$ cat config.mk
export PLATFORM = sky130hd
export DESIGN_NAME = fault_code_beeper
export DESIGN_NICKNAME = d
export VERILOG_FILES = /design/src/sv/fcb_pkg.sv /design/src/sv/fault_code_beeper.sv /design/src/sv/fcb_prio_enc.sv /design/src/sv/fcb_burst.sv
export SDC_FILE = /design/constraint.sdc
export NUM_CORES = 1
export LEC_CHECK = 0
export BUFFER_PORTS_ARGS = -buffer_cell sky130_fd_sc_hd__buf_2
export CORE_MARGIN = 4
export CORE_UTILIZATION = 57
export DETAILED_ROUTE_END_ITERATION = 8
export PLACE_DENSITY = 0.88
export SLEW_MARGIN = 15
export SYNTH_ARGS = -nofsm -noshare
export SYNTH_HDL_FRONTEND = slang
export SYNTH_SLANG_ARGS = --single-unit
$ cat constraint.sdc
create_clock -name clk_i -period 3.35 [get_ports clk_i]
set_input_delay 0.5025 -clock clk_i [delete_from_list [all_inputs] [get_ports clk_i]]
set_output_delay 0.5025 -clock clk_i [all_outputs]
set_load 0.02 [all_outputs]
$ cat src/sv/fcb_pkg.sv
// ----------------------------------------------------------------------------
// fcb_pkg
// Shared types and constants of the fault code beeper.
// ----------------------------------------------------------------------------
package fcb_pkg;

  localparam int FAULT_SLOTS = 16;
  localparam int FLAG_W      = 16;
  localparam int SCAN_SLOTS  = (FAULT_SLOTS < FLAG_W) ? FAULT_SLOTS : FLAG_W;
  localparam int CODE_W      = 5;
  localparam int HALF_W      = 7;
  localparam int PAUSE_W     = 8;
  localparam int PHASE_W     = 8;
  localparam int CFG_IDX_W   = 2;
  localparam int CFG_DATA_W  = 16;

  localparam logic [FLAG_W-1:0]  MASK_RESET  = '1;
  localparam logic [HALF_W-1:0]  HALF_RESET  = HALF_W'(50);
  localparam logic [PAUSE_W-1:0] PAUSE_RESET = PAUSE_W'(100);

  typedef enum logic [CFG_IDX_W-1:0] {
    CFG_ENABLE_MASK  = 2'd0,
    CFG_HALF_PERIOD  = 2'd1,
    CFG_PAUSE_LENGTH = 2'd2
  } cfg_idx_e;

  typedef struct packed {
    logic              buzzer;
    logic [CODE_W-1:0] beeps;
  } burst_t;

endpackage

$ cat src/sv/fault_code_beeper.sv
// ----------------------------------------------------------------------------
// fault_code_beeper
// Sounds the number of the lowest enabled active fault as a burst of beeps.
// ----------------------------------------------------------------------------
// Each input beat is one tick of fault flags and yields exactly one result
// beat: buzzer level, fault code and beeps left. One beat is taken per
// clock cycle unless the output stalls; a result passes through the input
// register and the result register around the single update stage.
// Configuration writes take effect at once and belong between items only.
module fault_code_beeper (
  input  logic                           clk_i,
  input  logic                           rst_ni,
  input  logic                           cfg_we_i,
  input  logic [fcb_pkg::CFG_IDX_W-1:0]  cfg_idx_i,
  input  logic [fcb_pkg::CFG_DATA_W-1:0] cfg_data_i,
  input  logic                           in_valid_i,
  output logic                           in_ready_o,
  input  logic [fcb_pkg::FLAG_W-1:0]     fault_flags_i,
  output logic                           out_valid_o,
  input  logic                           out_ready_i,
  output logic                           tone_on_o,
  output logic [fcb_pkg::CODE_W-1:0]     fault_code_o,
  output logic [fcb_pkg::CODE_W-1:0]     beeps_left_o
);
  import fcb_pkg::*;

  logic [FLAG_W-1:0]  mask_q;
  logic [HALF_W-1:0]  half_q;
  logic [PAUSE_W-1:0] pause_q;

  logic              in_valid_q;
  logic [FLAG_W-1:0] flags_q;
  logic              out_valid_q;
  logic              buzz_q;
  logic [CODE_W-1:0] code_q;
  logic [CODE_W-1:0] beeps_q;

  logic              out_free;
  logic              advance;
  logic [CODE_W-1:0] code;
  burst_t            burst;

  // config registers
  always_ff @(posedge clk_i or negedge rst_ni) begin
    if (!rst_ni) begin
      mask_q  <= MASK_RESET;
      half_q  <= HALF_RESET;
      pause_q <= PAUSE_RESET;
    end else if (cfg_we_i) begin
      case (cfg_idx_e'(cfg_idx_i))
        CFG_ENABLE_MASK:  mask_q  <= cfg_data_i[FLAG_W-1:0];
        CFG_HALF_PERIOD:  half_q  <= cfg_data_i[HALF_W-1:0];
        CFG_PAUSE_LENGTH: pause_q <= cfg_data_i[PAUSE_W-1:0];
        default: ;
      endcase
    end
  end

  assign out_free   = !out_valid_q || out_ready_i;
  assign advance    = in_valid_q && out_free;
  assign in_ready_o = !in_valid_q || out_free;

  // input register
  always_ff @(posedge clk_i or negedge rst_ni) begin
    if (!rst_ni) begin
      in_valid_q <= 1'b0;
    end else if (in_ready_o) begin
      in_valid_q <= in_valid_i;
    end
  end

  always_ff @(posedge clk_i) begin
    if (in_valid_i && in_ready_o) begin
      flags_q <= fault_flags_i;
    end
  end

  fcb_prio_enc u_prio_enc (
    .flags_i (flags_q),
    .mask_i  (mask_q),
    .code_o  (code)
  );

  fcb_burst u_burst (
    .clk_i          (clk_i),
    .rst_ni         (rst_ni),
    .step_i         (advance),
    .code_i         (code),
    .half_period_i  (half_q),
    .pause_length_i (pause_q),
    .burst_o        (burst)
  );

  // result register
  always_ff @(posedge clk_i or negedge rst_ni) begin
    if (!rst_ni) begin
      out_valid_q <= 1'b0;
    end else if (out_free) begin
      out_valid_q <= advance;
    end
  end

  always_ff @(posedge clk_i) begin
    if (advance) begin
      buzz_q  <= burst.buzzer;
      code_q  <= code;
      beeps_q <= burst.beeps;
    end
  end

  assign out_valid_o  = out_valid_q;
  assign tone_on_o    = buzz_q;
  assign fault_code_o = code_q;
  assign beeps_left_o = beeps_q;

endmodule

$ cat src/sv/fcb_prio_enc.sv
// ----------------------------------------------------------------------------
// fcb_prio_enc
// Finds the lowest enabled active fault slot and returns its index plus one.
// ----------------------------------------------------------------------------
module fcb_prio_enc (
  input  logic [fcb_pkg::FLAG_W-1:0] flags_i,
  input  logic [fcb_pkg::FLAG_W-1:0] mask_i,
  output logic [fcb_pkg::CODE_W-1:0] code_o
);
  import fcb_pkg::*;

  logic [FLAG_W-1:0] live;

  assign live = flags_i & mask_i;

  // scan from the top so the lowest slot wins
  always_comb begin
    code_o = '0;
    for (int i = SCAN_SLOTS - 1; i >= 0; i--) begin
      if (live[i]) begin
        code_o = CODE_W'(i + 1);
      end
    end
  end

endmodule

$ cat src/sv/fcb_burst.sv
// ----------------------------------------------------------------------------
// fcb_burst
// Pause, burst load and beep counters; gives the updated buzzer level and
// pending beep count for the tick being processed.
// ----------------------------------------------------------------------------
module fcb_burst (
  input  logic                        clk_i,
  input  logic                        rst_ni,
  input  logic                        step_i,
  input  logic [fcb_pkg::CODE_W-1:0]  code_i,
  input  logic [fcb_pkg::HALF_W-1:0]  half_period_i,
  input  logic [fcb_pkg::PAUSE_W-1:0] pause_length_i,
  output fcb_pkg::burst_t             burst_o
);
  import fcb_pkg::*;

  logic               buzz_q,  buzz_d;
  logic               seen_q,  seen_d;
  logic [CODE_W-1:0]  beeps_q, beeps_d;
  logic [PAUSE_W-1:0] pause_q, pause_d;
  logic [PHASE_W-1:0] phase_q, phase_d;
  logic [PHASE_W-1:0] phase_inc;

  assign phase_inc = phase_q + PHASE_W'(1);

  always_comb begin
    buzz_d  = buzz_q;
    seen_d  = seen_q;
    beeps_d = beeps_q;
    pause_d = pause_q;
    phase_d = phase_q;
    if (step_i) begin
      if (code_i == '0) begin
        if (seen_q) begin
          buzz_d = 1'b0;
        end
      end else if (beeps_q == '0 && pause_q == '0) begin
        beeps_d = code_i;
        pause_d = pause_length_i;
      end else if (beeps_q == '0) begin
        pause_d = pause_q - PAUSE_W'(1);
        buzz_d  = 1'b0;
      end else begin
        phase_d = phase_inc;
        if (phase_inc < PHASE_W'(half_period_i)) begin
          buzz_d = 1'b0;
        end else if (phase_inc < PHASE_W'({half_period_i, 1'b0})) begin
          buzz_d = 1'b1;
        end else begin
          phase_d = '0;
          beeps_d = beeps_q - CODE_W'(1);
        end
      end
      seen_d = (code_i != '0);
    end
  end

  always_ff @(posedge clk_i or negedge rst_ni) begin
    if (!rst_ni) begin
      buzz_q  <= 1'b0;
      seen_q  <= 1'b0;
      beeps_q <= '0;
      pause_q <= PAUSE_RESET;
      phase_q <= '0;
    end else begin
      buzz_q  <= buzz_d;
      seen_q  <= seen_d;
      beeps_q <= beeps_d;
      pause_q <= pause_d;
      phase_q <= phase_d;
    end
  end

  assign burst_o.buzzer = buzz_d;
  assign burst_o.beeps  = beeps_d;

`ifndef SYNTH
  a_hold_no_fault: assert property (@(posedge clk_i) disable iff (!rst_ni)
    step_i && code_i == '0 |=> $stable(beeps_q) && $stable(pause_q) && $stable(phase_q))
    else $error("counters moved on a tick without fault");

  a_beeps_bound: assert property (@(posedge clk_i) disable iff (!rst_ni)
    beeps_q <= CODE_W'(SCAN_SLOTS))
    else $error("pending beeps beyond slot count");

  a_sound_in_burst: assert property (@(posedge clk_i) disable iff (!rst_ni)
    $rose(buzz_q) |-> beeps_q != '0)
    else $error("buzzer sounded outside a burst");

  a_pause_silent: assert property (@(posedge clk_i) disable iff (!rst_ni)
    step_i && code_i != '0 && beeps_q == '0 && pause_q != '0 |=> !buzz_q)
    else $error("buzzer on during pause");
`endif

endmodule
==> metrics.cfg, run 1 <==
[critical_path]
critical_path_class=flop to flop
crit_chain=ha_1, inv_1, nor2_1, xor2_1, ha_1, nand2_1, o21ai_0, o21bai_1, o21ai_2, or4_1, nand3_1
crit_family=simple AND/OR/NAND/NOR gates
path_common_cell=ha_1
worst-path-buf-inv=1
crit_arrival_ps=3140
cp-start-kind=flop
cp_slowest_stage_delay_ps=550
cp_max_fo=13
worst_setup_path_end_kind=flop
worstPathRequired_ps=3570
cp_slowest_cell=or4_1

[cts]
tritoncts=built
cts_buffer_depth=2
cts_root_buffer=clkbuf_8
clk_latency_ps=360
htree_num_levels=3
cts.sink_count=83
cts_buffers=9
path_clk_slew_ps=90
cts_setup_buffers=0

[route]
firstDrtPassIters=4
vias=2879
via_per_inst=5.86
wire_per_inst_um=17.1
dr.first_iter.drc_count=103
remaining_drc_errors=0
finalWirelength_um=8390
ant_nets=0

[placement]
pre_cts_ws_ps=273
dp_hpwl_um=6320
gp_congestion=0.887
port_buffers=51
dpl_cell_area_sq_um=4360

[final_layout]
area_growth_pct=14.6
final_common_cell=buf_2
layout_common_cells=buf_2 (51), nand2_1 (45), mux2_2 (31), dfrtp_1 (31), edfxtp_1 (27)
n_antenna_cell=0
utilization_pct=67.3
layout-drive-gt1-share_pct=35.2
final_cell_area_sq_um=4570
fin_nets=444

[floorplanning]
rows=30
fp.coreArea_sq_um=6790
fp.dieH_um=91.7
die_area_sq_um=8400
initial_core_util_pct=58.7
die_width_um=91.7
ios=52

[synthesis]
yosysUniqueCellTypes=59
yosysSeqAreaShare_pct=56.2
syn-num-nets=384
ys_top_cells_by_area=edfxtp_1 (20%), dfrtp_1 (19%), dfstp_2 (16%)
yosysTopAreaCell=edfxtp_1
yosysWarnings=0
synthArstFlopShare_pct=67.5
syn_inst=330
ys_ff_latch=83
syn_avg_cell_area_sq_um=12.1
syn_area_sq_um=3990
synth_edf_count=27
yosys.area.top_type_share_pct=20.3
ys.flop_type=dfrtp_1

[power_and_ir_drop]
p_sw_uw=863
peakVddDrop_mv=0.328
p_per_area_nw_per_um2=598
sequentialPowerShare_pct=49.8
p_leak_uw=0.00193
clockPowerShare_pct=27.5
swShare_pct=31.6
combPwrFrac_pct=22.7
p_int_uw=1870

[grt]
met1_usage_pct=25.6
grt_use_total_pct=21.3
grt_pass1_wl_um=14200
gr-max-usage-layer=met2
grt_antenna_before_repair=0
grt_pass1_vias=3084
grtUsageMet3_pct=4.27
grt_max_degree=38
use_met2_pct=37.2
grt_overflow_total=0

[sta]
finalSetupViolCount=0
hold_ws_ps=237
rsz0062_at_grt=no
period_needed_ps=2920
tns_ps=0
worst_pin_slew_ps=832
hold_violations=0
period_share_pct=87.3
max_freq_ghz=0.342
finalClockSkew_ps=7.95
slew-limit-headroom_pct=44.6
setup_slack_ps=427
final_max_slew_viol_count=0

[min_path]
holdCritPathClass=input port to async pin

[job]
cap_violations=0

[run_status]
status=complete, no violations

[path summary, 6_finish.rpt]
kind	end	start	cells after the start	slack (ps)
worst min-delay path	u_burst.phase_q[3]	rst_ni	1	240
min in group clk_i	flags_q[15]	fault_flags_i[15]	1	310
worst min register to register	u_burst.pause_q[2]	u_burst.pause_q[2]	2	500
worst max-delay path	beeps_left_o[3]	u_burst.phase_q[0]	11	430
worst max register to register	beeps_left_o[3]	u_burst.phase_q[0]	11	430
max in group asynchronous	mask_q[11]	rst_ni	3	2140
[cell type report]
| class | count | area (sq um) |
|---|---|---|
| Sequential cell | 83 | 2240 |
| Fill cell | 502 | 2220 |
| Multi-Input combinational cell | 225 | 1660 |
| Timing Repair Buffer | 55 | 285 |
| Clock buffer | 9 | 124 |
| Tap cell | 96 | 120 |
| Clock inverter | 7 | 82.6 |
| Inverter | 16 | 60.1 |
[cells by family after synthesis]
| logic type | synth area share, % |
|---|---|
| AOI/OAI and AO/OA | 13.2 |
| xor gates and xnor gates | 1.10 |
| adders and majority gates | 4.70 |
| buffers and inverters | 2.45 |
| DFF | 56.2 |
| muxes | 9.00 |
| and+or+nand+nor | 13.3 |
[synth_stat cells, types with 4 or more instances]
cell type and n:
a21o_1 6, a21oi_1 8, a22oi_1 4, dfrtp_1 31
dfstp_2 25, edfxtp_1 27, ha_1 15, inv_1 16
mux2_2 31, nand2_1 45, nand2b_1 5, nand3_1 9
nand3b_1 4, nor2_1 7, nor3_1 4, o211ai_1 6
o21ai_0 19, or3_1 4
[power groups by stage]
stage                     clock network, uW  logic (uW)  registers [uW]
final                                   751         621            1360
after global routing                    811         701            1390
after floorplan                           0         421            1360
after global placement                    0         585            1360
after detailed placement                  0         618            1380
after CTS                               756         623            1360
[stage by stage]
step / instances / total power (uW)
2_1_floorplan: 330 / 1780
3_3_place_gp: 475 / 1950
3_5_place_dp: 475 / 2000
4_1_cts: 491 / 2740
5_1_grt: 491 / 2900
6_report: 491 / 2730
[worst register-to-register path, stage by stage, from the launching register on]
cell and delay [ps]:
dfrtp_1 470, ha_1 270, inv_1 80, nor2_1 130, xor2_1 300, ha_1 190
nand2_1 50, o21ai_0 150, o21bai_1 230, o21ai_2 260, or4_1 550, nand3_1 110
[routing by layer]
metal  wire, um  vias to the layer above
met5          0                        -
met3        445                       21
met1       3410                     1429
met4        224                        0
met2       4310                       77
li1           -                     1352
[registers in the layout, indices dropped and copies added (netlist names), 5 cells and up]
signal	flops
flags_q	16
mask_q	16
pause_q	8
u_burst.pause_q	8
u_burst.phase_q	8
half_q	7
beeps_left_o	5
fault_code_o	5
u_burst.beeps_q	5
[timing repair]
action                     CTS  global route
gates resized for setup      0             1
setup endpoints to repair    0             5
hold buffers                 0             0
hold endpoints to repair     0             0
No activity file was read; power rests on OpenSTA's default activity.
==> inputs of run 2 (changes only) <==
--- a/config.mk
+++ b/config.mk
@@ -5,11 +5,11 @@
 export SDC_FILE = /design/constraint.sdc
 export NUM_CORES = 1
 export LEC_CHECK = 0
-export BUFFER_PORTS_ARGS = -buffer_cell sky130_fd_sc_hd__buf_2
 export CORE_MARGIN = 4
-export CORE_UTILIZATION = 57
+export CORE_UTILIZATION = 60
 export DETAILED_ROUTE_END_ITERATION = 8
-export PLACE_DENSITY = 0.88
+export DONT_BUFFER_PORTS = 1
+export PLACE_DENSITY = 0.85
 export SLEW_MARGIN = 15
 export SYNTH_ARGS = -nofsm -noshare
 export SYNTH_HDL_FRONTEND = slang
==> run 2 against run 1 <==
  * Fmax grew 1.5%
  * Sequential cell count is the same
  * Global-route usage shrank 0.25 points
  * Hold slack lost 4.5 ps
  * Die area shrank 4.6%
  * Largest cell class unchanged
  * Critical path depth is the same
  * Core utilization shrank 0.19 points
  * Clock-buffer cell count grew 1
  * Cell area shrank 6.3%
  * Clock power shrank 11%
  * First-iteration DRC count grew 36%
==> metrics.cfg, run 2 (synthesis results as in run 1) <==
[final_layout]
regArea_sq_um=2240
area_growth_pct=7.43
utilization_pct=67.1
n_antenna_cell=0
final_common_cell=nand2_1
reg.largest.list=flags_q (16), mask_q (16)
layout_common_cells=nand2_1 (45), mux2_2 (31), dfrtp_1 (31)
layout-drive-gt1-share_pct=25.1
fillerInstances=462
multi_input_area_sq_um=1660
fin_nets=392

[floorplanning]
die_width_um=89.6
initial_core_util_pct=62.5
ios=52
die_area_sq_um=8020
fp.dieH_um=89.6
fp.coreArea_sq_um=6390
rows=29

[sta]
slew-limit-headroom_pct=47.5
period_share_pct=85.9
period_needed_ps=2880
max_freq_ghz=0.347
finalSetupViolCount=0
tns_ps=0
finalClockSkew_ps=12.8
worst_pin_slew_ps=787
hold_violations=0
rsz0062_at_grt=no
final_max_slew_viol_count=0

[critical_path]
cp_max_fo=13
cp_slowest_stage_delay_ps=540
crit_chain=ha_1, inv_1, nor2_1, xor2_1, ha_1, nand2_1, o21ai_0, o21bai_1, o21ai_2, or4_1, nand3_1
critical_path_class=flop to flop
worst_setup_path_end_kind=flop
worstPathRequired_ps=3570
cp-start-kind=flop
path_common_cell=ha_1
r2r_setup_slack_ps=470
crit_arrival_ps=3100
cp_slowest_cell=or4_1
reg2reg_depth=11

[cts]
cts_buffers=9
path_clk_slew_ps=90
cts_root_buffer=clkbuf_8
cts_buffer_depth=2
cts.sink_count=83
cts_setup_buffers=0
htree_num_levels=3
tritoncts=built
clk_latency_ps=360

[grt]
grt_use_total_pct=21.1
grt_pass1_wl_um=12800
grt_pass1_vias=2704
grt_overflow_total=0
grt_antenna_before_repair=0
grt_max_degree=57

[route]
wire_per_inst_um=17.9
ant_nets=0
via_per_inst=6.32
finalWirelength_um=7540
remaining_drc_errors=0
vias=2653
dr.first_iter.drc_count=140
firstDrtPassIters=5

[power_and_ir_drop]
p_sw_uw=810
p_int_uw=1790
clockPowerShare_pct=25.6
p_leak_uw=0.00172
p_per_area_nw_per_um2=606
sequentialPowerShare_pct=53.2
combPwrFrac_pct=21.2
peakVddDrop_mv=0.422
swShare_pct=31.2

[run_status]
status=complete, no violations

[min_path]
holdCritPathClass=input port to flop
hold_depth=0

[placement]
port_buffers=0
gp_congestion=0.960
dp_hpwl_um=5560

[job]
cap_violations=0

## run 2: final cells by class
cell class                 count  area share [%]
sequential                    83            52.3
clock inverter                 6            1.08
tap                           77            2.25
clock buffer                  10            3.21
multi-input combinational    225            38.7
inverter                      16            1.40
timing repair buffer           3            1.05
## run 2: worst paths after layout
path / startpoint / to
min: fault_flags_i[6] / flags_q[6]
min in group asynchronous: rst_ni / u_burst.beeps_q[1]
max reg2reg: u_burst.phase_q[0] / beeps_left_o[3]
max: u_burst.phase_q[0] / beeps_left_o[3]
max in group asynchronous: rst_ni / half_q[1]
min reg2reg: u_burst.seen_q / u_burst.seen_q
## run 2: stage by stage
stage	cells	hold WS [ps]	setup slack [ps]	area (sq um)	total power [uW]
after CTS	419	7.79	232	4270	2610
after global routing	420	211	124	4290	2770
after floorplan	330	207	874	3990	1780
after global placement	402	209	462	4060	1900
after detailed placement	402	208	277	4060	1930
final	420	233	471	4290	2600
## run 2: critical path: cells and delay by family, from the launching register on
kind | cells | cell delay [ps]
adders and majority gates | 2 | 460
and+or+nand+nor | 4 | 840
buffers and inverters | 1 | 80
xor gates and xnor gates | 1 | 280
AOI/OAI and AO/OA | 3 | 640
DFF | 1 | 460
## run 2: power groups by stage
stage                     sequential [uW]  combinational, uW  clock [uW]
after detailed placement             1400                527           0
after global placement               1390                509           0
final                                1380                551         665
after floorplan                      1360                421           0
after global routing                 1410                633         727
after CTS                            1380                548         677
## run 2: timing repair
item,in CTS,in global routing
resized for setup,0,1
endpoints found under the setup margin,0,5
hold buffers,1,1
endpoints found under the hold margin,56,3
## run 2: metal layers
metal  wire length (um)  vias up  GRT usage (%)
met5                  0        -              0
met3                315       12           5.07
met1               3430     1316           27.7
li1                   -     1251              -
met2               3670       74           33.5
met4                116        0           8.93
==> inputs of run 3 (changes only) <==
==> constraint.sdc (replaced) <==
create_clock -name clk_i -period 3.35 [get_ports clk_i]
set_input_delay 0.8375 -clock clk_i [delete_from_list [all_inputs] [get_ports clk_i]]
set_output_delay 0.8375 -clock clk_i [all_outputs]
set_load 0.02 [all_outputs]
==> run 3 against run 2 <==
  * Via count grew 0.34%
  * First-iteration DRC count fell by 0.71%
  * Critical endpoint unchanged
  * Fmax shrank 0.12%
  * Die area stayed put
  * Cell area decreased by 0.88%
  * Highest routed layer unchanged
  * Total power fell by 0.55%
==> metrics.cfg, run 3 (synthesis results as in run 1) <==
[run_status]
status=complete, no violations

[critical_path]
r2r_setup_slack_ps=470
cp_max_fo=13
crit_family=simple AND/OR/NAND/NOR gates
critical_path_class=flop to flop
worstPathRequired_ps=3570
crit_chain=ha_1, inv_1, nor2_1, xor2_1, ha_1, nand2_1, o21ai_0, o21bai_1, o21ai_2, or4_1, nand3_1
cp-start-kind=flop
crit_arrival_ps=3100
worst-path-buf-inv=1
cp_slowest_stage_delay_ps=540
cp_slowest_cell=or4_1
worst_setup_path_end_kind=flop
path_common_cell=ha_1

[route]
vias=2662
firstDrtPassIters=5
finalWirelength_um=7530
remaining_drc_errors=0
ant_nets=0
dr.first_iter.drc_count=139
via_per_inst=6.37
wire_per_inst_um=18.0

[sta]
finalSetupViolCount=0
period_needed_ps=2880
worst_pin_slew_ps=790
rsz0062_at_grt=no
slew-limit-headroom_pct=47.3
final_max_slew_viol_count=0
period_share_pct=86.0
max_freq_ghz=0.347
hold_violations=0
finalClockSkew_ps=11.7
tns_ps=0

[cts]
htree_num_levels=3
clk_latency_ps=360
cts_root_buffer=clkbuf_8
cts.sink_count=83
cts_setup_buffers=0
cts_buffers=9
tritoncts=built
path_clk_slew_ps=80
cts_buffer_depth=2

[final_layout]
layout-drive-gt1-share_pct=24.9
layout_common_cells=nand2_1 (45), mux2_2 (31), dfrtp_1 (31)
n_antenna_cell=0
fillerInstances=465
final_common_cell=nand2_1
area_growth_pct=6.49
fin_nets=390
utilization_pct=66.5
final_cell_area_sq_um=4250
reg.largest.list=flags_q (16), mask_q (16)

[floorplanning]
die_area_sq_um=8020
die_width_um=89.6
rows=29
fp.dieH_um=89.6
initial_core_util_pct=62.5
ios=52
fp.coreArea_sq_um=6390

[placement]
port_buffers=0
dpl_cell_area_sq_um=4060
dp_hpwl_um=5560
gp_congestion=0.960

[grt]
grt_max_degree=57
grt_pass1_wl_um=12800
grt_use_total_pct=21.1
grt_overflow_total=0
grt_pass1_vias=2704
grt_antenna_before_repair=0

[power_and_ir_drop]
p_leak_uw=0.00171
peakVddDrop_mv=0.405
p_per_area_nw_per_um2=608

[min_path]
holdCritPathClass=input port to async pin

[job]
cap_violations=0

[run 3: cell count changes in the layout (fill, tap and decap cells not counted), sizes merged]
cell	delta
dlygate4sd3	-1
buf	-1
[run 3: cell type report]
class / count / area (sq um) / area share, %
clock inverters: 6 / 46.3 / 1.09
inverters: 16 / 60.1 / 1.41
repair buffers: 1 / 7.51 / 0.177
clock buffers: 10 / 138 / 3.24
well taps: 77 / 96.3 / 2.27
multi-input cells: 225 / 1660 / 39.0
flip-flops and latches: 83 / 2240 / 52.8
[run 3: metal layers]
metal	vias to the layer above	wire length, um	part of all wire, %	global-route usage (%)
met3	13	339	4.5	5.07
met2	84	3670	49	33.5
met4	0	123	1.6	8.93
met1	1319	3390	45	27.5
li1	1246	-	-	-
met5	-	0	0	0
[run 3: final timing paths]
check | startpoint | endpoint | cells past startpoint
worst min-delay path | rst_ni | u_burst.beeps_q[3] | 0
min in group clk_i | u_burst.seen_q | u_burst.seen_q | 2
max in group asynchronous | rst_ni | half_q[5] | 0
worst max register to register | u_burst.phase_q[0] | beeps_left_o[3] | 11
worst min register to register | u_burst.seen_q | u_burst.seen_q | 2
worst max-delay path | u_burst.phase_q[0] | beeps_left_o[3] | 11
[run 3: power by group]
group	internal (uW)	total (uW)	switching, uW
Clock	296	667	372
Combinational	243	533	290
Sequential	1250	1380	138
Total	1780	2580	799
[run 3: what timing repair did]
item,in CTS,in global routing
endpoints found under the setup margin,0,5
hold buffers,0,0
gates resized for setup,0,1
endpoints found under the hold margin,0,0
[run 3: per-stage QoR]
stage          setup WS [ps]  std cells  hold WS (ps)  power [uW]
2_1_floorplan            874        330           448        1780
3_3_place_gp             462        402           466        1900
3_5_place_dp             277        402           469        1930
4_1_cts                  232        418           160        2590
5_1_grt                  124        418           145        2750
6_report                 467        418           170        2580
